[src/rtl/spr_pkg.sv]
package spr_pkg;

  // Fixed field widths
  localparam int GAIN_W     = 32;
  localparam int THRESH_W   = 24;
  localparam int LIM_W      = 23;
  localparam int INT_W      = 48;
  localparam int CFG_IDX_W  = 3;
  localparam int CFG_DATA_W = 32;

  // Products are saturated to +-2^61, which needs 63 bits when it can occur
  localparam int SAT_PROD_W = 63;

  // Register indexes
  localparam logic [CFG_IDX_W-1:0] REG_KP     = 3'd0;
  localparam logic [CFG_IDX_W-1:0] REG_KB     = 3'd1;
  localparam logic [CFG_IDX_W-1:0] REG_KI     = 3'd2;
  localparam logic [CFG_IDX_W-1:0] REG_KD     = 3'd3;
  localparam logic [CFG_IDX_W-1:0] REG_THRESH = 3'd4;
  localparam logic [CFG_IDX_W-1:0] REG_SECT   = 3'd5;
  localparam logic [CFG_IDX_W-1:0] REG_ILIM   = 3'd6;
  localparam logic [CFG_IDX_W-1:0] REG_OLIM   = 3'd7;

  typedef struct packed {
    logic signed [GAIN_W-1:0]   kp;
    logic signed [GAIN_W-1:0]   kb;
    logic signed [GAIN_W-1:0]   ki;
    logic signed [GAIN_W-1:0]   kd;
    logic        [THRESH_W-1:0] thresh;
    logic                       sect_en;
    logic        [LIM_W-1:0]    ilim;
    logic        [LIM_W-1:0]    olim;
  } cfg_t;

  // Width of a saturated product of an aw-bit operand and a gain
  function automatic int sat_prod_w(int aw);
    return (aw + GAIN_W > SAT_PROD_W - 1) ? SAT_PROD_W : aw + GAIN_W;
  endfunction

endpackage

[src/rtl/spr_mul_sat.sv]
module spr_mul_sat #(
  parameter int A_W = 25
) (
  input  logic signed [A_W-1:0]                           a,
  input  logic signed [spr_pkg::GAIN_W-1:0]               b,
  output logic signed [spr_pkg::sat_prod_w(A_W)-1:0]      y
);

  localparam int PW = A_W + spr_pkg::GAIN_W;
  localparam int OW = spr_pkg::sat_prod_w(A_W);
  localparam int XW = (PW > spr_pkg::SAT_PROD_W) ? PW : spr_pkg::SAT_PROD_W;
  localparam logic signed [XW-1:0] LIM = $signed({{(XW-62){1'b0}}, 1'b1, 61'b0});

  logic signed [PW-1:0] prod;
  logic signed [XW-1:0] prod_x;
  logic signed [XW-1:0] sat;

  assign prod   = a * b;
  assign prod_x = XW'(prod);

  // Clamp magnitude to 2^61; never fires at narrow widths
  always_comb begin
    if (prod_x > LIM) begin
      sat = LIM;
    end else if (prod_x < -LIM) begin
      sat = -LIM;
    end else begin
      sat = prod_x;
    end
  end

  assign y = OW'(sat);

endmodule

[config.mk]
export PLATFORM = sky130hd
export DESIGN_NAME = spr_mul_sat
export DESIGN_NICKNAME = d
export VERILOG_FILES = /design/src/rtl/spr_pkg.sv /design/src/rtl/spr_mul_sat.sv
export SDC_FILE = /design/constraint.sdc
export NUM_CORES = 2
export LEC_CHECK = 0
export BUFFER_PORTS_ARGS = -buffer_cell sky130_fd_sc_hd__buf_2
export CORE_MARGIN = 3
export CORE_UTILIZATION = 40
export DETAILED_ROUTE_END_ITERATION = 10
export GPL_TIMING_DRIVEN = 0
export PLACE_DENSITY = 0.64
export SYNTH_ARGS = -nofsm -noshare
export SYNTH_HDL_FRONTEND = slang
export SYNTH_SLANG_ARGS = --single-unit
[constraint.sdc]
create_clock -name vclk -period 15.35
set_clock_uncertainty 0.1 [all_clocks]
set_input_delay 0 -clock vclk [all_inputs]
set_output_delay 0 -clock vclk [all_outputs]
set_load 0.005 [all_outputs]
# == Word-level counts from Yosys, hierarchy flattened ==
# Index checks and enable logic that the tools add are counted.
# totals
regBits,0
in_bits,57
output_inout_bits,57
word_cells,5
# classes
mul,1
n_lt_le_gt_ge,2
mux,2
# op_table
cell,count
$mux 57,2
$gt 57x63->1 const B,1
$lt 57x62->1 const B,1
$mul 25x32->57,1

# == Depth between registers and ports, before layout ==
# depth
depth_word,4
ltp_mapped,28
ltp_nobuf,25

# == Least setup slack after synthesis ==
# OpenSTA, ideal clock, no wires.
# synth_timing
path_kind,in2out
startpoint,in b[31] (netlist bit)
endpoint,out y[56] (netlist bit)
arrival_time_ns,6.528
required_time_ns,15.250
path_slack_ns,8.722
cell_stages,21
path_buffers,2
path_cell_list,clkbuf_1 nand2_1 inv_1 fa_1 fa_1 inv_1 fa_1 inv_1 fa_1 fa_1 fa_1 fa_1 ha_1 a21oi_1 o21ai_1 or2_2 clkbuf_1 nand2b_1 o311a_1 a21oi_1 xnor2_1
# synth_via
elab_chain_len,4
word_cells_on_any_way,5
cone_classes,mul (1); order compare (2); mux (2)
# synth_lines
element,line_no,text
"start, declared",spr_mul_sat.sv:5,"input logic signed [spr_pkg::GAIN_W-1:0] b,"
$mul 25x32->57 (*),spr_mul_sat.sv:18,assign prod = a * b;
$lt 57x62->1,spr_mul_sat.sv:25,end else if (prod_x < -LIM) begin
$mux 57,spr_mul_sat.sv:25,
$mux 57 (*),spr_mul_sat.sv:23,if (prod_x > LIM) begin
"end, declared",spr_mul_sat.sv:6,output logic signed [spr_pkg::sat_prod_w(A_W)-1:0] y
# Mark *: on every way between the ends. The rest lies on a longest branch, timed or not.

# == Worst setup path after layout ==
# layout_timing
startpoint,in a[12]
endpoint,out y[54] (netlist bit)
# layout_via
elab_chain_len,4
word_cells_on_any_way,5
cone_classes,mul (1); order compare (2); mux (2)
# layout_lines
element,line_no,text
"start, declared",spr_mul_sat.sv:4,"input logic signed [A_W-1:0] a,"
$mul 25x32->57 (*),spr_mul_sat.sv:18,
$lt 57x62->1,spr_mul_sat.sv:25,
$mux 57,spr_mul_sat.sv:25,
$mux 57 (*),spr_mul_sat.sv:23,
# Marked as above.

==> impl_metrics.toml <==
[outcome]
outcome = "finished, final reports clean"

[place]
gp_congestion = 0.995
io_buffer_count = 114
dp_hpwl_mm = 78.5

[clock_network]
postCtsHoldBufs = 0
postCtsResizedCells = 0
post-cts-setup-buffers = 0

[finish]
fillers = 7027
nFlopsAndLatches = 0
nClkBuffers = 0
multiInputGateArea_mm2 = 0.0248
seqCellArea_um2 = 0
syn_to_final_growth_pct = 6.19
layout-drive-gt1-share = 0.0502
layout.nets = 4241

[setup_path]
cp_max_fo = 10
crit_type = "in -> out"
endpoint_kind = "primary output"
crit_arrival_ps = 8510
slowest_stage = "a21oi_1"
slowest_delay_ps = 770
start_kind = "primary input"
crit_top_cell = "fa_1"
crit_required_ps = 15250

[timing]
maxSlewViolCount = 0
slew_headroom = 0.273
fin_crit_ps = 8610
hold_violations = 0
rsz0062_at_grt = "no"
setup_viol = 0
timing.fmax_ghz = 0.116
worst_pin_slew_ps = 1090
min_period_over_period = 0.561
fin_setup_tns_ps = 0

[yosys]
synth_fa_ha_area_frac = 0.645
synth_fp_nets = 4125
syn_avg_cell_area_um2 = 9.19
synth_top_family_by_area = "adder cells"
syn_area_mm2 = 0.0284
yosys.area_share.xor_xnor = 0.0185
synth_warnings = 0
synth_compound_area_frac = 0.0434
syn-instance-count = 3094
synth.distinct_cells = 77
ys_seq_area_frac = 0
synthMuxAreaShare = 0.000352
yosys.area_share.simple = 0.166

[die]
rows = 97
io_pins = 114
dieArea_mm2 = 0.0743
fp.dieW_um = 273
die_y_um = 273
coreArea_mm2 = 0.0703
initial_core_util = 0.405

[job]
cap_violations = 0

[grt]
grt_usage = 0.248
grt_pass1_wl_mm = 139
antenna_found_initial = 13
grt_max_degree = 11
grt_pass1_vias = 23148
gr-total-overflow = 0

[route]
wl_met2_mm = 40.7
highest_layer = "met5"
dr.pass1.iters = 5
drt-initial-drc-count = 1632
routed_wl_mm = 88.9
wl_met1_mm = 35.1
antenna_left = 0
drc = 0
viasPerCell = 5.16
vias = 21418
wl_met3_mm = 8.62
wire_per_inst_um = 21.4

[hold_path]
hold_class = "in -> out"
-- per-layer routing --
layer / vias up / GRT usage
met5: - / 0
met1: 11097 / 0.334
li1: 9071 / -
met2: 1023 / 0.400
met3: 219 / 0.0450
met4: 8 / 0.0926
-- final cells by class --
type                       instances  area share
buffer                           156      0.0208
timing repair buffer             114      0.0189
antenna                            5    0.000414
multi-input combinational       2146       0.823
tap                              940      0.0390
inverter                         792      0.0985
-- Yosys cell counts, drive strengths merged, types with 5 or more instances --
cell type / n / area (µm²)
nand3: 14 / 82.6
a21o: 15 / 113
inv: 791 / 2970
buf: 11 / 82.6
xnor2: 44 / 385
and2: 390 / 2440
a31oi: 6 / 50.0
a21oi: 58 / 294
o21ai: 35 / 198
nand2: 419 / 1580
nor3: 7 / 35.0
clkbuf: 145 / 544
o21bai: 9 / 71.3
fa: 819 / 16400
nand4: 11 / 75.1
xor2: 16 / 140
a211oi: 10 / 85.1
nor2: 60 / 228
ha: 155 / 1940
o211ai: 6 / 50.1
nor2b: 5 / 31.3
nand2b: 13 / 81.3
-- placed cells by master, fill, tap and decap left out, types with 10 or more instances in the layout --
master,netlist,routed
nand4_1,10,10
ha_1,155,155
xor2_1,16,16
fa_1,819,819
nand2b_1,13,13
nand2_1,416,416
xnor2_1,44,44
nand3_1,13,13
nor2_1,59,59
buf_2,3,117
clkbuf_1,145,145
a21oi_1,57,57
o21ai_0,26,26
inv_1,790,790
and2_1,390,390
a21o_1,15,15
-- stage by stage --
step	cells	cell area [µm²]	setup WS, ps	hold WS [ps]	util
after floorplan	3094	28400	8720	15.9	-
after global placement	4148	30200	6830	399	0.429
after detailed placement	4148	30200	6770	395	0.429
after CTS	4148	30200	6730	396	0.429
after global routing	4148	30200	6550	406	0.429
final	4153	30200	6740	395	0.430
-- final timing paths --
path                  slack [ps]   from  cells past startpoint     to
worst max-delay path        6740  a[12]                     25  y[54]
worst min-delay path         390   b[0]                      3   y[0]
-- critical path, delay by kind of cell --
kind,cells,cell delay (ps)
adders and majority gates,8,3940
and+or+nand+nor,5,1640
buffers and inverters,8,1430
AOI/OAI and AO/OA,3,1190
xor gates and xnor gates,1,260
-- cell families (layout without fill, tap and decap cells) --
family / Yosys count / count (layout)
compound gates: 172 / 172
xor+xnor: 60 / 60
fa+ha+maj: 974 / 974
buf+inv: 948 / 1062
mux: 1 / 1
other cells: 0 / 5
simple gates: 939 / 939
Power is left out: the tool's default activity adds up to more than one toggle a clock period on the data nets, which glitch-free logic cannot reach.
