**config.mk**
```make
export PLATFORM = sky130hd
export DESIGN_NAME = spr_cfg_regs
export DESIGN_NICKNAME = d
export VERILOG_FILES = /design/src/rtl/spr_pkg.sv /design/src/rtl/spr_cfg_regs.sv
export SDC_FILE = /design/constraint.sdc
export NUM_CORES = 1
export LEC_CHECK = 0
export BUFFER_PORTS_ARGS = -buffer_cell sky130_fd_sc_hd__buf_2
export CAP_MARGIN = 10
export CORE_MARGIN = 5
export CORE_UTILIZATION = 50
export DETAILED_ROUTE_END_ITERATION = 16
export PLACE_DENSITY_LB_ADDON = 0.2
export SYNTH_ARGS = -nofsm -noshare
export SYNTH_HDL_FRONTEND = slang
export SYNTH_SLANG_ARGS = --single-unit
```
**constraint.sdc**
```tcl
create_clock -name clk -period 1.4 [get_ports clk]
set_input_delay 0.28 -clock clk [delete_from_list [all_inputs] [get_ports clk]]
set_output_delay 0.28 -clock clk [all_outputs]
set_load 0.02 [all_outputs]
```
**src/rtl/spr_pkg.sv**
```systemverilog
package spr_pkg;

  // Fixed field widths
  localparam int GAIN_W     = 32;
  localparam int THRESH_W   = 24;
  localparam int LIM_W      = 23;
  localparam int INT_W      = 48;
  localparam int CFG_IDX_W  = 3;
  localparam int CFG_DATA_W = 32;

  // Products are saturated to +-2^61, which needs 63 bits when it can occur
  localparam int SAT_PROD_W = 63;

  // Register indexes
  localparam logic [CFG_IDX_W-1:0] REG_KP     = 3'd0;
  localparam logic [CFG_IDX_W-1:0] REG_KB     = 3'd1;
  localparam logic [CFG_IDX_W-1:0] REG_KI     = 3'd2;
  localparam logic [CFG_IDX_W-1:0] REG_KD     = 3'd3;
  localparam logic [CFG_IDX_W-1:0] REG_THRESH = 3'd4;
  localparam logic [CFG_IDX_W-1:0] REG_SECT   = 3'd5;
  localparam logic [CFG_IDX_W-1:0] REG_ILIM   = 3'd6;
  localparam logic [CFG_IDX_W-1:0] REG_OLIM   = 3'd7;

  typedef struct packed {
    logic signed [GAIN_W-1:0]   kp;
    logic signed [GAIN_W-1:0]   kb;
    logic signed [GAIN_W-1:0]   ki;
    logic signed [GAIN_W-1:0]   kd;
    logic        [THRESH_W-1:0] thresh;
    logic                       sect_en;
    logic        [LIM_W-1:0]    ilim;
    logic        [LIM_W-1:0]    olim;
  } cfg_t;

  // Width of a saturated product of an aw-bit operand and a gain
  function automatic int sat_prod_w(int aw);
    return (aw + GAIN_W > SAT_PROD_W - 1) ? SAT_PROD_W : aw + GAIN_W;
  endfunction

endpackage

```
**src/rtl/spr_cfg_regs.sv**
```systemverilog
module spr_cfg_regs (
  input  logic                               clk,
  input  logic                               rst_n,
  input  logic                               cfg_wr_en,
  input  logic [spr_pkg::CFG_IDX_W-1:0]      cfg_index,
  input  logic [spr_pkg::CFG_DATA_W-1:0]     cfg_wdata,
  output spr_pkg::cfg_t                      cfg
);

  spr_pkg::cfg_t cfg_r;

  // Decode register writes
  always_ff @(posedge clk) begin
    if (!rst_n) begin
      cfg_r <= '0;
    end else if (cfg_wr_en) begin
      unique case (cfg_index)
        spr_pkg::REG_KP:     cfg_r.kp      <= $signed(cfg_wdata);
        spr_pkg::REG_KB:     cfg_r.kb      <= $signed(cfg_wdata);
        spr_pkg::REG_KI:     cfg_r.ki      <= $signed(cfg_wdata);
        spr_pkg::REG_KD:     cfg_r.kd      <= $signed(cfg_wdata);
        spr_pkg::REG_THRESH: cfg_r.thresh  <= cfg_wdata[spr_pkg::THRESH_W-1:0];
        spr_pkg::REG_SECT:   cfg_r.sect_en <= cfg_wdata[0];
        spr_pkg::REG_ILIM:   cfg_r.ilim    <= cfg_wdata[spr_pkg::LIM_W-1:0];
        spr_pkg::REG_OLIM:   cfg_r.olim    <= cfg_wdata[spr_pkg::LIM_W-1:0];
        default:             cfg_r         <= cfg_r;
      endcase
    end
  end

  assign cfg = cfg_r;

endmodule

```
Yosys cells after proc, flatten, opt, wreduce, memory -nomap -nowiden
Cells that the tools add are included.
W data, S select, Z words.
{ "op_classes": {"eq_ne": 7, "n_reduce_logical": 9} }
{ "ops": {"columns": ["op", "count"], "rows": [
  ["$reduce_and A2 Y1", 8],
  ["$eq A3 B3 Y1 const B", 4],
  ["$eq A3 B2 Y1 const B", 2],
  ["$eq A3 B1 Y1 const B", 1],
  ["$logic_not A3 Y1", 1]
]} }
{ "totals": {"ff_bits": 199, "input_bits": 38, "output_inout_bits": 199, "word_cells": 24} }

Depth between registers and ports, before layout
{ "depth": {"ltp_word": 2, "depth_mapped": 5, "ltp_nobuf": 2} }

Worst setup path after synthesis
Ideal clock, no wire load.
{ "synth_timing": {"path_kind": "in2reg", "start": "in cfg_index[0] (netlist bit)", "end": "reg cfg_r (netlist bit cfg[168])", "setup_ns": 0.072, "arrival_time_ns": 1.216, "required_ns": 1.328, "path_slack_ns": 0.111, "path_stages": 4, "n_path_buf": 2, "path_cell_list": "buf_6 -> nor4b_4 -> buf_6 -> mux2i_1"} }
{ "synth_between": {"elab_chain_cells": 2} }
{ "synth_rtl": {"columns": ["item", "line_no", "rtl"], "rows": [
  ["from (decl)", "spr_cfg_regs.sv:5", "input logic [spr_pkg::CFG_IDX_W-1:0] cfg_index,"],
  ["$logic_not A3 Y1", "spr_cfg_regs.sv:17", "unique case (cfg_index)"],
  ["$reduce_and A2 Y1 (no line)", null, null],
  ["to (signal assigned)", "spr_cfg_regs.sv:26", "default: cfg_r <= cfg_r;"],
  ["to (decl)", "spr_cfg_regs.sv:10", "spr_pkg::cfg_t cfg_r;"]
]} }
Every way passes these cells.
A chain may end at the register's enable or synchronous reset.

Final worst setup path
{ "layout_timing": {"start": "reg cfg_r (netlist bit cfg[103])", "end": "out cfg[103] (netlist bit)"} }
{ "layout_lines": {"columns": ["item", "line_no", "rtl"], "rows": [
  ["to (decl)", "spr_cfg_regs.sv:7", "output spr_pkg::cfg_t cfg"]
]} }
No word-level cell between the ends.

==> results_dict.tcl <==
set metrics [dict create \
    hold_start "rst_n" \
    synth_top_family_by_area "multiplexers" \
    yosysWarnings 0 \
    grt_pass1_vias 5428 \
    grt_pass1_wl_um 29000 \
    rrSetupSlack_ns 0.76 \
    synth-seq-area-share 0.550 \
    ys_types 14 \
    ys_ff_latch 199 \
    setup-violations-final 0 \
    post-route-drc-count 0 \
    reg2reg_to "cfg[103]" \
    synthAdderAreaFrac 0 \
    initial_core_util 0.504 \
    viasPerCell 4.95 \
    layout.cells.non_filler 1119 \
    grt_overflow_total 0 \
    fin_util 0.656 \
    die_h_um 130 \
    syn-num-nets 726 \
    cp_slowest_stage_delay_ns 0.38 \
    clock-skew-final_ns 0 \
    clock_latency_ns 0.42 \
    relSlewSlack 0.734 \
    die_area_mm2 0.0170 \
    synth_xor_area_frac 0 \
    endpoint_kind "output pin" \
    synth.area.mux_share 0.275 \
    crit_required_ns 1.12 \
    largest_register_ffs 199 \
    synthFlopType "dfxtp_1" \
    nets 960 \
    place.gp.congestion 0.791 \
    hold_path_class "input pin to flip-flop" \
    status "finished clean" \
    postCtsSetupRepairBufs 0 \
    clockBufferDepth 2 \
    max_cap_violations 0 \
    power_leakage_nw 5.06 \
    drive_above_1_share 0.322 \
    post-route-min-period_ns 1.25 \
    grt_antenna_before_repair 0 \
    synthArstFlopShare 0 \
    whs_path_depth 3 \
    cts_tree "built" \
    place_inst 1087 \
    cp_top_family "flip-flops" \
    drtIter0Drc 265 \
    grt_usage 0.219 \
    cts.sinks 199 \
    cellPowerDensity_mw_per_mm2 1290 \
    arrival_ns 0.97 \
    cp_num_cells 1 \
    startpoint_type "flip-flop" \
    rows 44 \
    cp_max_fo 2 \
    vias 5535 \
    critPathSlowestCell "dfxtp_1" \
    dpl.hpwl_um 13000 \
    path_clk_slew_ns 0.07 \
    hold_viol 0 \
    ios 237 \
    ant_nets 0 \
    reg2reg_from "cfg[103]" \
    cts_resized 0 \
    drv_slew 0 \
    rsz0062_at_grt "no" \
    cts_root_buf "clkbuf_16" \
    synth-edff-count 0 \
    worst_pin_slew_ns 0.398 \
    hold_end "cfg[181]" \
    syn-instance-count 688 \
    cts_buffers 17 \
    fin_crit_sh 0.895 \
    wl_per_cell_um 16.8 \
    grt_start_max_net_pins 35 \
    total_power_mw 12.2 \
    avgSynthCellArea_um2 10.5 \
    firstDrtPassIters 5 \
    insertedDiodeCount 0 \
    synth-compound-area-share 0 \
    path_buf_inv 1 \
    h-tree-depth 4 \
    crit_chain "buf_2" \
    syn_to_final_growth_pct 30.2 \
    critPathKind "flip-flop to output pin" \
    port_buffers 236 \
    vdd_drop_max_uv 717 \
    syn-cell-area_mm2 0.00724 \
    core-area_mm2 0.0144 \
    holdBufCountCts 0 \
    yosys.area_share.simple 0.134 \
    fmax_mhz 798 \
    drt_wl_total_um 18800 \
    r2r_cells 2 \
    tns_ns 0 \
    die_w_um 130 \
]
-- synth_stat cells (2+ instances only) --
cell type  instances  area [µm²]
buf_2             13        65.1
nand4bb_1          2        22.5
buf_1              3        11.3
dfxtp_1          199        3980
clkbuf_1          20        75.1
nand4b_1           2        17.5
mux2i_1          199        1990
buf_6              7        78.8
nand2_1          231         867
buf_4              8        60.1
-- through the flow --
stage          setup slack, ns  hold WS [ns]  cell area [µm²]
2_1_floorplan            0.111         0.484             7240
6_report                 0.147         0.166             9420
3_3_place_gp            0.0818         0.439             8760
5_1_grt                 0.0955         0.162             9420
3_5_place_dp            0.0255         0.443             8760
4_1_cts                  0.127         0.144             9420
-- kinds of logic after synthesis --
group | count (synthesis)
AND/OR/NAND/NOR | 239
buffers and inverters | 51
flip-flops | 199
multiplexers | 199
-- cells in the final DEF, fill, tap and decap left out --
cell        instances
nand4b_1            2
inv_6               1
buf_2             235
nand4b_2            1
nand4bb_2           1
clkinv_4            2
dfxtp_1           199
clkinvlp_4          1
buf_6               1
clkinv_2            2
buf_4              18
nand4_2             1
nand2_1           231
and4bb_2            1
clkbuf_16          17
clkbuf_1            3
nand4bb_4           1
mux2i_1           199
bufinv_16           6
nor4b_4             1
buf_12             12
-- worst max-delay path by stage --
stage	slack, ns	start	to
2_1_floorplan	0.11	cfg_index[0]	cfg[168]
3_3_place_gp	0.08	cfg_index[0]	cfg[173]
3_5_place_dp	0.03	cfg_index[0]	cfg[185]
4_1_cts	0.13	cfg[144]	cfg[144]
5_1_grt	0.1	cfg[135]	cfg[135]
6_report	0.15	cfg[103]	cfg[103]
-- layer usage --
layer | track usage | routed length [µm] | up-vias
met5 | 0 | 0 | -
met2 | 0.352 | 8680 | 186
met1 | 0.275 | 8120 | 2571
met3 | 0.0753 | 1580 | 32
li1 | - | - | 2746
met4 | 0.0795 | 415 | 0
-- layout make-up --
class                           count  area (µm²)
Clock inverter                     12         224
Sequential cell                   199        3980
Clock buffer                       20         437
Fill cell                        1182        4950
Timing Repair Buffer              266        1560
Tap cell                          184         230
Multi-Input combinational cell    438        2980
-- report_power, final --
group	internal (mW)	switching, mW
Clock	3.36	2.07
Sequential	5.79	0.0682
Combinational	0.335	0.575
Total	9.48	2.71
No activity file was read; power rests on OpenSTA's default activity.
