## src/rtl/spr_pkg.sv

```systemverilog
package spr_pkg;

  // Fixed field widths
  localparam int GAIN_W     = 32;
  localparam int THRESH_W   = 24;
  localparam int LIM_W      = 23;
  localparam int INT_W      = 48;
  localparam int CFG_IDX_W  = 3;
  localparam int CFG_DATA_W = 32;

  // Products are saturated to +-2^61, which needs 63 bits when it can occur
  localparam int SAT_PROD_W = 63;

  // Register indexes
  localparam logic [CFG_IDX_W-1:0] REG_KP     = 3'd0;
  localparam logic [CFG_IDX_W-1:0] REG_KB     = 3'd1;
  localparam logic [CFG_IDX_W-1:0] REG_KI     = 3'd2;
  localparam logic [CFG_IDX_W-1:0] REG_KD     = 3'd3;
  localparam logic [CFG_IDX_W-1:0] REG_THRESH = 3'd4;
  localparam logic [CFG_IDX_W-1:0] REG_SECT   = 3'd5;
  localparam logic [CFG_IDX_W-1:0] REG_ILIM   = 3'd6;
  localparam logic [CFG_IDX_W-1:0] REG_OLIM   = 3'd7;

  typedef struct packed {
    logic signed [GAIN_W-1:0]   kp;
    logic signed [GAIN_W-1:0]   kb;
    logic signed [GAIN_W-1:0]   ki;
    logic signed [GAIN_W-1:0]   kd;
    logic        [THRESH_W-1:0] thresh;
    logic                       sect_en;
    logic        [LIM_W-1:0]    ilim;
    logic        [LIM_W-1:0]    olim;
  } cfg_t;

  // Width of a saturated product of an aw-bit operand and a gain
  function automatic int sat_prod_w(int aw);
    return (aw + GAIN_W > SAT_PROD_W - 1) ? SAT_PROD_W : aw + GAIN_W;
  endfunction

endpackage

```

## src/rtl/spr_integrator.sv

```systemverilog
module spr_integrator #(
  parameter int IP_W = 57,
  parameter int FRAC = 16
) (
  input  logic                              clk,
  input  logic                              rst_n,
  input  logic                              load,
  input  logic signed [IP_W-1:0]            ip,
  input  logic [spr_pkg::LIM_W-1:0]         ilim,
  output logic signed [spr_pkg::INT_W-1:0]  integ
);

  localparam int AUX_W = ((IP_W > spr_pkg::INT_W) ? IP_W : spr_pkg::INT_W) + 1;

  logic signed [spr_pkg::INT_W-1:0] integ_r;
  logic signed [spr_pkg::INT_W-1:0] integ_nxt;
  logic signed [AUX_W-1:0]          aux;
  logic signed [AUX_W-1:0]          lim_s;

  assign aux   = AUX_W'(integ_r) + AUX_W'(ip);
  assign lim_s = $signed(AUX_W'(ilim)) <<< FRAC;

  // Accumulate and clamp to the symmetric limit
  always_comb begin
    if (aux > lim_s) begin
      integ_nxt = spr_pkg::INT_W'(lim_s);
    end else if (aux < -lim_s) begin
      integ_nxt = spr_pkg::INT_W'(-lim_s);
    end else begin
      integ_nxt = spr_pkg::INT_W'(aux);
    end
  end

  always_ff @(posedge clk) begin
    if (!rst_n) begin
      integ_r <= '0;
    end else if (load) begin
      integ_r <= integ_nxt;
    end
  end

  assign integ = integ_r;

endmodule

```

## config.mk

```make
export PLATFORM = sky130hd
export DESIGN_NAME = spr_integrator
export DESIGN_NICKNAME = d
export VERILOG_FILES = /design/src/rtl/spr_pkg.sv /design/src/rtl/spr_integrator.sv
export SDC_FILE = /design/constraint.sdc
export NUM_CORES = 1
export LEC_CHECK = 0
export BUFFER_PORTS_ARGS = -buffer_cell sky130_fd_sc_hd__buf_2
export CAP_MARGIN = 20
export CORE_AREA = 4 4 151 153
export CTS_CLUSTER_SIZE = 8
export DETAILED_ROUTE_END_ITERATION = 6
export DIE_AREA = 0 0 155 157
export SLEW_MARGIN = 20
export SYNTH_ARGS = -nofsm -noshare
export SYNTH_HDL_FRONTEND = slang
export SYNTH_SLANG_ARGS = --single-unit
```

## constraint.sdc

```tcl
create_clock -name clk -period 7.3 [get_ports clk]
set_input_delay 0.365 -clock clk [delete_from_list [all_inputs] [get_ports clk]]
set_output_delay 0.365 -clock clk [all_outputs]
set_load 0.1 [all_outputs]
```

# Yosys cells after proc, flatten, opt, wreduce, memory -nomap -nowiden
# Index checks and enable logic that the tools add are counted.
# Widths: inputs -> output; s select.
totals:
  input_bits: 83
  ff_bits: 48
classes:
  muxes: 2
  n_addsub: 2
  n_lt_le_gt_ge: 2
op_table:
  columns: ["cell", "count"]
  rows:
  - ["$mux 48", 2]
  - ["$add 48x57->58", 1]
  - ["$gt 58x40->1", 1]
  - ["$lt 58x58->1", 1]
  - ["$neg 39->58", 1]

# Longest topological paths before layout
# Gate-level depths: netlist of the first run.
logic_depth:
  depth_word: 4
  mapped_depth: 28
  depth_no_buf: 25

# Worst setup path before layout of the first run
# OpenSTA, ideal clock, no wires.
synth_timing:
  path_kind: "register to register"
  from: "register integ_r, in the netlist integ[1]"
  to: "register integ_r, in the netlist integ[35]"
  arrival_ns: 6.530
  synth_period_minus_slack_ns: 6.660
  path_buffers: 3
  t_required_ns: 7.171
  setup_slack_ns: 0.640
  stages_incl_launch_ff: 27
  cell_sequence: "dfxtp_1 ha_1 a211o_1 a221o_1 o311a_1 o2111a_1 o21ai_0 a21o_1 a21oi_1 or2_2 a31oi_1 ha_1 clkbuf_1 nand4_1 nor3_1 nand3b_1 or2_2 nor3_1 a211oi_1 nor4_1 o31ai_1 nand3_1 clkbuf_1 buf_2 nand4_1 a21oi_1 a211oi_1"
synth_between:
  elab_chain_cells: 4
  elab_cells_between_ends: 5
  cone_classes: "add/sub: 1; order compare: 2; mux: 2"
synth_lines:
  columns: ["element", "line", "rtl"]
  rows:
  - ["start: declaration", "spr_integrator.sv:15", "logic signed [spr_pkg::INT_W-1:0] integ_r;"]
  - ["start signal: assignment", "spr_integrator.sv:38", "integ_r <= integ_nxt;"]
  - ["$add 48x57->58 *", "spr_integrator.sv:20", "assign aux = AUX_W'(integ_r) + AUX_W'(ip);"]
  - ["$lt 58x58->1", "spr_integrator.sv:27", "end else if (aux < -lim_s) begin"]
  - ["$mux 48", "spr_integrator.sv:27", null]
  - ["$mux 48 *", "spr_integrator.sv:25", "if (aux > lim_s) begin"]
# Mark *: on every way between the ends. The rest lies on a longest branch, timed or not.
# A chain may end at the register's enable or synchronous reset.

# Final worst setup path of the first run
layout_timing:
  from: "register integ_r, in the netlist integ[0]"
  to: "register integ_r, in the netlist integ[27]"
# The elaborated chain is that of the path after synthesis.

==> results by group, run 1 <==
Floorplan
  • Area of the core: ~22000 um^2
  • Starting density of the core: 0.393
  • DIE WIDTH: between 150 and 200 um
  • Die ar.: 24300 um^2
  • Chip height: around 160 um
  • # IOs: between 100 and 150
  • # rows: 54

Power and ir drop
  • Power Density: between 200 and 250 nW/um^2
  • Sw frac: 0.556
  • Pwr Total: 2.03 mW
  • Logic pwr share: 0.711
  • Sequential power share: 0.162
  • P_sw: around 1.1 mW
  • Clk pwr share: 0.126
  • Int Power: between 0.9 and 1 mW
  • Max IR drop VDD: roughly 0.17 mV
  • P_leak: roughly 4.6 nW

Synthesis
  • Syn Inst Count: between 1000 and 1500
  • Synth Area in Adders: 0.175
  • #FFs+latches synth: 48
  • Number of synthesized flops with an enable pin: 0
  • Mux cell area share after synthesis: 0.0297
  • Area contributors post-synth: ha_1 17%, dfxtp_1 11%, a21oi_1 7.2%
  • Post-synthesis xor/xnor area fraction: 0.0704
  • Largest family of logic cells by synthesized area: compound AO/OA/AOI/OAI gates
  • Main synth FF type: dfxtp_1
  • Sequential area share after synthesis: 0.113
  • Syn Nets: 1379
  • Share of the synthesized area in the top cell type: 0.171
  • Ys async rst share: 0
  • Compound-Gate Fraction of Synth Area: 0.318
  • Cell taking the most area after synthesis: ha_1
  • Post-Syn Area: 8480 um^2
  • Yosys cell types: 89
  • Yosys warns: 0
  • Synth Area in Simple Gates: 0.238
  • Post-Syn Area per Cell: between 7 and 8 um^2

Worst setup path
  • CP startpoint: integ[0]$_SDFFE_PN0P_
  • Crit-path slowest cell: or4_1
  • Crit Path Max Fanout: 15
  • Critical path class: flip-flop to flip-flop
  • Crit path top cell by count: o21ai_0
  • Arrival time at the worst endpoint: 7.23 ns
  • R2R Path Start: integ[0]$_SDFFE_PN0P_
  • Startpoint Class: flip-flop
  • WP data required: 7.53 ns
  • Worst setup EP type: flip-flop
  • Largest stage delay, worst path: approximately 0.57 ns

Timing
  • Final setup viols: 0
  • Setup TNS: 0 ns
  • Relative max-transition margin: 0.552
  • Unrepaired setup endpoints after global routing: no
  • Final period utilization: 0.959
  • Hold Slack: between 0.3 and 0.4 ns
  • Final worst setup slack: 0.299 ns
  • Clock skew: between 0.01 and 0.015 ns
  • Max Clock Freq: 143 MHz
  • Slew Limit Fails: 0
  • Worst-margin pin slew: 0.672 ns
  • Final hold viol count: 0
  • Fin crit period: 7.00 ns

Placement
  • Hpwl dp: approximately 26 mm
  • DP Worst Slack: 0.256 ns
  • Dpl cell area: 9430 um^2
  • Placed insts: roughly 1600
  • Gpl congestion: roughly 1
  • I/O Buffers: 130

Global route
  • First-pass GRT wire length: just under 50 mm
  • Initial antenna violation count: 0
  • Number of global-route vias before repair: 8941
  • Total track usage: 0.253
  • Met1 Use GR: 0.354
  • Grt met2 use: 0.395
  • GR peak layer: met2
  • Global route overflow: 0
  • Routing usage on met3: 0.0324
  • Largest net degree at the start of global routing: between 50 and 60

Layout
  • Fin nets: ~1500
  • Final core occ: 0.445
  • Design area: between 9000 and 10000 um^2
  • Area grow syn2layout: 13.1%
  • Register area: about 960 um^2
  • Fillers: ~2200
  • Final std cells w/o fill: 1568
  • Ant diodes: 0
  • Share of layout cells above drive strength 1: 0.157
  • Max reg flops: 48
  • Area of the multi-input gates: 7050 um^2

Clock network
  • Hold Buf Count CTS: 0
  • Num CTS Buffers: 5
  • Cells resized by post-CTS repair: 0
  • TritonCTS Sinks: 48
  • CTS max path bufs: 2
  • H-tree levels: 2
  • Postcts setup bufs: 0
  • Register clock-pin slew on the reported worst setup and hold paths: about 0.070 ns
  • CTS tree: yes
  • Root buffer cell: clkbuf_16
  • Worst-skew pair later-pin latency: around 0.31 ns

Min path
  • Hold Startpoint: ilim[18]
  • Worst hold path class: primary input to flip-flop

Drt
  • ANT nets after route: 0
  • Drt wl/cell: just over 20 um
  • Drt initial violations: between 600 and 700
  • 1st-pass router iterations: 6
  • Total number of vias: roughly 9500
  • DRC: 0
  • Via/cell ratio: between 6 and 7
  • WL final: around 32 mm

Run
  • Max Cap Violations: 0

Outcome
  • Status: complete, no violations
-- routing by layer --
metal / part of all wire / up-vias / wire length [um]
met4: 0.038 / 0 / 1210
met1: 0.47 / 4461 / 14900
li1: - / 4649 / -
met2: 0.43 / 337 / 13800
met5: 0 / - / 0
met3: 0.063 / 60 / 1990
-- cells by family after synthesis --
group	after synthesis
AOI/OAI and AO/OA	408
buffers and inverters	118
and+or+nand+nor	397
xor gates and xnor gates	65
muxes	25
DFF	48
adders and majority gates	118
-- worst max-delay path: cells and delay by family, from the launching register on --
| kind | cells | cell delay (ns) |
|---|---|---|
| AOI/OAI and AO/OA | 11 | 2.52 |
| xor gates and xnor gates | 1 | 0.20 |
| adders and majority gates | 3 | 0.99 |
| buffers and inverters | 2 | 0.38 |
| DFF | 1 | 0.34 |
| and+or+nand+nor | 8 | 2.47 |
-- path summary, 6_finish.rpt --
kind | slack [ns] | end | cells past startpoint
worst min register to register | 0.49 | integ[5]$_SDFFE_PN0P_ | 2
worst max register to register | 0.30 | integ[27]$_SDFFE_PN0P_ | 25
worst min-delay path | 0.39 | integ[34]$_SDFFE_PN0P_ | 3
worst max-delay path | 0.30 | integ[27]$_SDFFE_PN0P_ | 25
-- placed cells by master, fill, tap and decap left out, drive strengths merged, types with 4 or more instances in the layout --
cell type / synthesis / routed
buf: 13 / 152
a21oi: 132 / 132
nand2: 124 / 124
ha: 116 / 116
o21ai: 90 / 90
nor2: 81 / 81
inv: 67 / 67
dfxtp: 48 / 48
xnor2: 42 / 42
nand4: 40 / 40
nor3: 33 / 33
nand3: 31 / 31
a21o: 30 / 30
mux2i: 24 / 24
xor2: 21 / 21
a211oi: 20 / 20
a31oi: 16 / 16
nor4: 14 / 14
or3: 13 / 13
o21bai: 12 / 12
and3: 11 / 11
o211ai: 11 / 11
a21boi: 11 / 11
o31ai: 9 / 9
and2: 8 / 8
o21a: 8 / 8
o221ai: 8 / 8
nand2b: 8 / 8
clkbuf: 38 / 8
a31o: 7 / 7
a211o: 6 / 6
nor2b: 6 / 6
a221oi: 6 / 6
nand3b: 5 / 5
a41o: 5 / 5
o221a: 5 / 5
or4: 4 / 4
o2111ai: 4 / 4
and4: 4 / 4
or2: 4 / 4
-- layout make-up --
type | instances | area share
clock buffers | 8 | 0.0153
well taps | 280 | 0.0365
flip-flops and latches | 48 | 0.100
multi-input cells | 1013 | 0.735
repair buffers | 152 | 0.0864
inverters | 67 | 0.0262
-- power groups by stage --
| stage | Sequential [mW] | Combinational [mW] | Clock (mW) |
|---|---|---|---|
| final | 0.330 | 1.45 | 0.257 |
| after global routing | 0.334 | 1.57 | 0.266 |
| after global placement | 0.337 | 1.42 | 0 |
| after detailed placement | 0.335 | 1.42 | 0 |
| after floorplan | 0.545 | 0.840 | 0 |
| after CTS | 0.330 | 1.43 | 0.260 |
-- cells in the mapped netlist (10+ instances only) --
cell type and instances:
clkbuf_1 38, nand2_1 123, o21bai_1 12, a21oi_1 122, and3_1 11, xor2_1 21
a21o_1 30, nor2_1 80, a31oi_1 15, dfxtp_1 48, ha_1 116, nor3_1 33
or3_1 12, o211ai_1 10, nand3_1 22, nor4_1 14, inv_1 66, xnor2_1 42
o21ai_1 16, o21ai_0 73, a211oi_1 20, mux2i_1 24, nand4_1 40
No activity file was read; power rests on OpenSTA's default activity.
==> run 2: changes to the inputs <==
ABC_AREA = 1   (was default)
CORE_AREA = 4 4 160 162   (was 4 4 151 153)
DIE_AREA = 0 0 164 166   (was 0 0 155 157)
==> results by group, run 2 <==
Timing
  • Unrepaired setup endpoints after global routing: no
  • Fin crit period: 5.72 ns
  • Hold Slack: 0.455 ns
  • Setup TNS: 0 ns
  • Final hold viol count: 0
  • Final setup viols: 0
  • Final worst setup slack: approximately 1.6 ns
  • Slew Limit Fails: 0
  • Final period utilization: 0.783
  • Clock skew: roughly 0.012 ns
  • Worst-margin pin slew: around 1.1 ns
  • Max Clock Freq: approximately 170 MHz
  • Relative max-transition margin: 0.270

Worst setup path
  • Crit Path Max Fanout: 26
  • R2R Path Start: integ[47]$_SDFFE_PN0P_
  • Worst setup EP type: flip-flop
  • R2R depth: 28
  • CP startpoint: integ[47]$_SDFFE_PN0P_
  • CP Depth: 28
  • Largest stage delay, worst path: approximately 0.52 ns
  • Critical path class: flip-flop to flip-flop
  • Crit-path slowest cell: ha_1
  • WP data required: 7.51 ns
  • Arrival time at the worst endpoint: around 6 ns
  • Startpoint Class: flip-flop
  • RR Endpoint: integ[40]$_SDFFE_PN0P_
  • Buf+Inv Stages, Crit Path: 2
  • Delay-heaviest family, CP: simple AND/OR/NAND/NOR gates
  • Crit path top cell by count: nand2_1
  • R2R setup slack: 1.58 ns

Synthesis
  • Share of the synthesized area in the top cell type: 0.226
  • #FFs+latches synth: 48
  • Main synth FF type: dfxtp_1
  • Number of synthesized flops with an enable pin: 0
  • Sequential area share after synthesis: 0.100
  • Syn Inst Count: 1731
  • Yosys warns: 0
  • Ys async rst share: 0
  • Post-Syn Area per Cell: roughly 5.5 um^2
  • Yosys cell types: just over 50
  • Area contributors post-synth: nand2_1 23%, ha_1 15%, inv_1 11%
  • Most frequent cell after synthesis: nand2_1
  • Cell taking the most area after synthesis: nand2_1
  • Syn Nets: roughly 1900
  • Post-Syn Area: approximately 9600 um^2
  • Commonest cells in the netlist: 576 x nand2_1, 289 x inv_1, 135 x nor2_1

Drt
  • Drt initial violations: 783
  • Via/cell ratio: ~5.2
  • Met2 wire length: between 15 and 20 mm
  • DRC: 0
  • WL final: slightly below 40 mm
  • Drt wl/cell: approximately 18 um
  • 1st-pass router iterations: 7
  • Wire length on met3: about 2.1 mm
  • Top Layer Used: met4
  • Total number of vias: between 10000 and 15000
  • ANT nets after route: 0
  • Met1 wire length: about 19 mm

Min path
  • Worst Hold End: integ[16]$_SDFFE_PN0P_
  • Worst hold path class: primary input to flip-flop
  • Hold Path Stages: 5
  • Hold Startpoint: ilim[0]

Clock network
  • Hold Buf Count CTS: 0
  • Register clock-pin slew on the reported worst setup and hold paths: around 0.08 ns
  • Root buffer cell: clkbuf_16
  • H-tree levels: 2
  • Postcts setup bufs: 0
  • CTS tree: yes
  • CTS max path bufs: 2
  • Worst-skew pair later-pin latency: approximately 0.32 ns
  • Cells resized by post-CTS repair: 0
  • Num CTS Buffers: 5
  • TritonCTS Sinks: 48

Layout
  • Fin nets: 2047
  • Most common cell after layout, fill and taps aside: nand2_1
  • Ant diodes: 0
  • Max reg flops: 48
  • Share of layout cells above drive strength 1: 0.117
  • Most frequent cells in the layout: 576 x nand2_1, 289 x inv_1, 135 x nor2_1, 130 x a21oi_1, 130 x buf_2
  • Design area: ~11000 um^2
  • Area grow syn2layout: 11.8%

Floorplan
  • DIE WIDTH: 164 um
  • Chip height: 166 um
  • Die ar.: 27200 um^2
  • Area of the core: 24100 um^2
  • Starting density of the core: 0.397
  • # IOs: 131
  • # rows: between 50 and 60

Placement
  • I/O Buffers: 130
  • Gpl congestion: about 1.0
  • Dpl cell area: ~11000 um^2
  • DP Worst Slack: ~1.7 ns
  • Hpwl dp: approximately 34 mm

Global route
  • Total track usage: 0.287
  • First-pass GRT wire length: 61.1 mm
  • Global route overflow: 0
  • Largest net degree at the start of global routing: between 40 and 50
  • Initial antenna violation count: 0
  • Number of global-route vias before repair: ~11000

Outcome
  • Status: complete, no violations

Power and ir drop
  • Max IR drop VDD: 0.102 mV
  • P_leak: 6.17 nW
  • Power Density: approximately 220 nW/um^2

Run
  • Max Cap Violations: 0
[run 2: tightest hold or removal path, stage by stage]
cell and delay (ns):
buf_2 0.13, nand2_1 0.08, nand2_1 0.05, nand2_1 0.05, a21oi_1 0.05
[run 2: logic make-up (layout without fill, tap and decap cells)]
| family | after synthesis | in the layout | share of synthesized area |
|---|---|---|---|
| xor gates and xnor gates | 41 | 41 | 0.0375 |
| buffers and inverters | 324 | 441 | 0.131 |
| DFF | 48 | 48 | 0.100 |
| adders and majority gates | 117 | 117 | 0.154 |
| AOI/OAI and AO/OA | 244 | 244 | 0.138 |
| and+or+nand+nor | 957 | 957 | 0.439 |
[run 2: per-layer routing]
metal	up-vias	track usage
li1	5773	-
met1	5258	0.410
met2	305	0.467
met3	44	0.0256
met4	0	0.0646
met5	-	0
[run 2: report_power, final]
group / switching, mW / internal, mW
Sequential: 0.0433 / 0.298
Combinational: 1.24 / 0.460
Clock: 0.132 / 0.173
Total: 1.42 / 0.931
[run 2: area by class of cell]
class	instances	area, um^2
fill	2832	13400
multi-input combinational	1359	7360
inverter	302	1130
sequential	48	961
timing repair buffer	131	658
tap	324	405
clock buffer	6	139
clock inverter	2	38.8
[run 2: worst max path at each step]
stage	end	slack (ns)
2_1_floorplan	integ[13]$_SDFFE_PN0P_	2.78
3_3_place_gp	integ[42]$_SDFFE_PN0P_	1.65
3_5_place_dp	integ[40]$_SDFFE_PN0P_	1.73
4_1_cts	integ[40]$_SDFFE_PN0P_	1.72
5_1_grt	integ[40]$_SDFFE_PN0P_	1.18
6_report	integ[40]$_SDFFE_PN0P_	1.58
[run 2: stage by stage]
| step | util | cells | total power, mW |
|---|---|---|---|
| final | 0.444 | 2172 | 2.35 |
| after global routing | 0.444 | 2172 | 2.54 |
| after CTS | 0.444 | 2172 | 2.33 |
| after detailed placement | 0.436 | 2164 | 2.02 |
| after global placement | 0.436 | 2164 | 2.02 |
| after floorplan | - | 1731 | 1.57 |
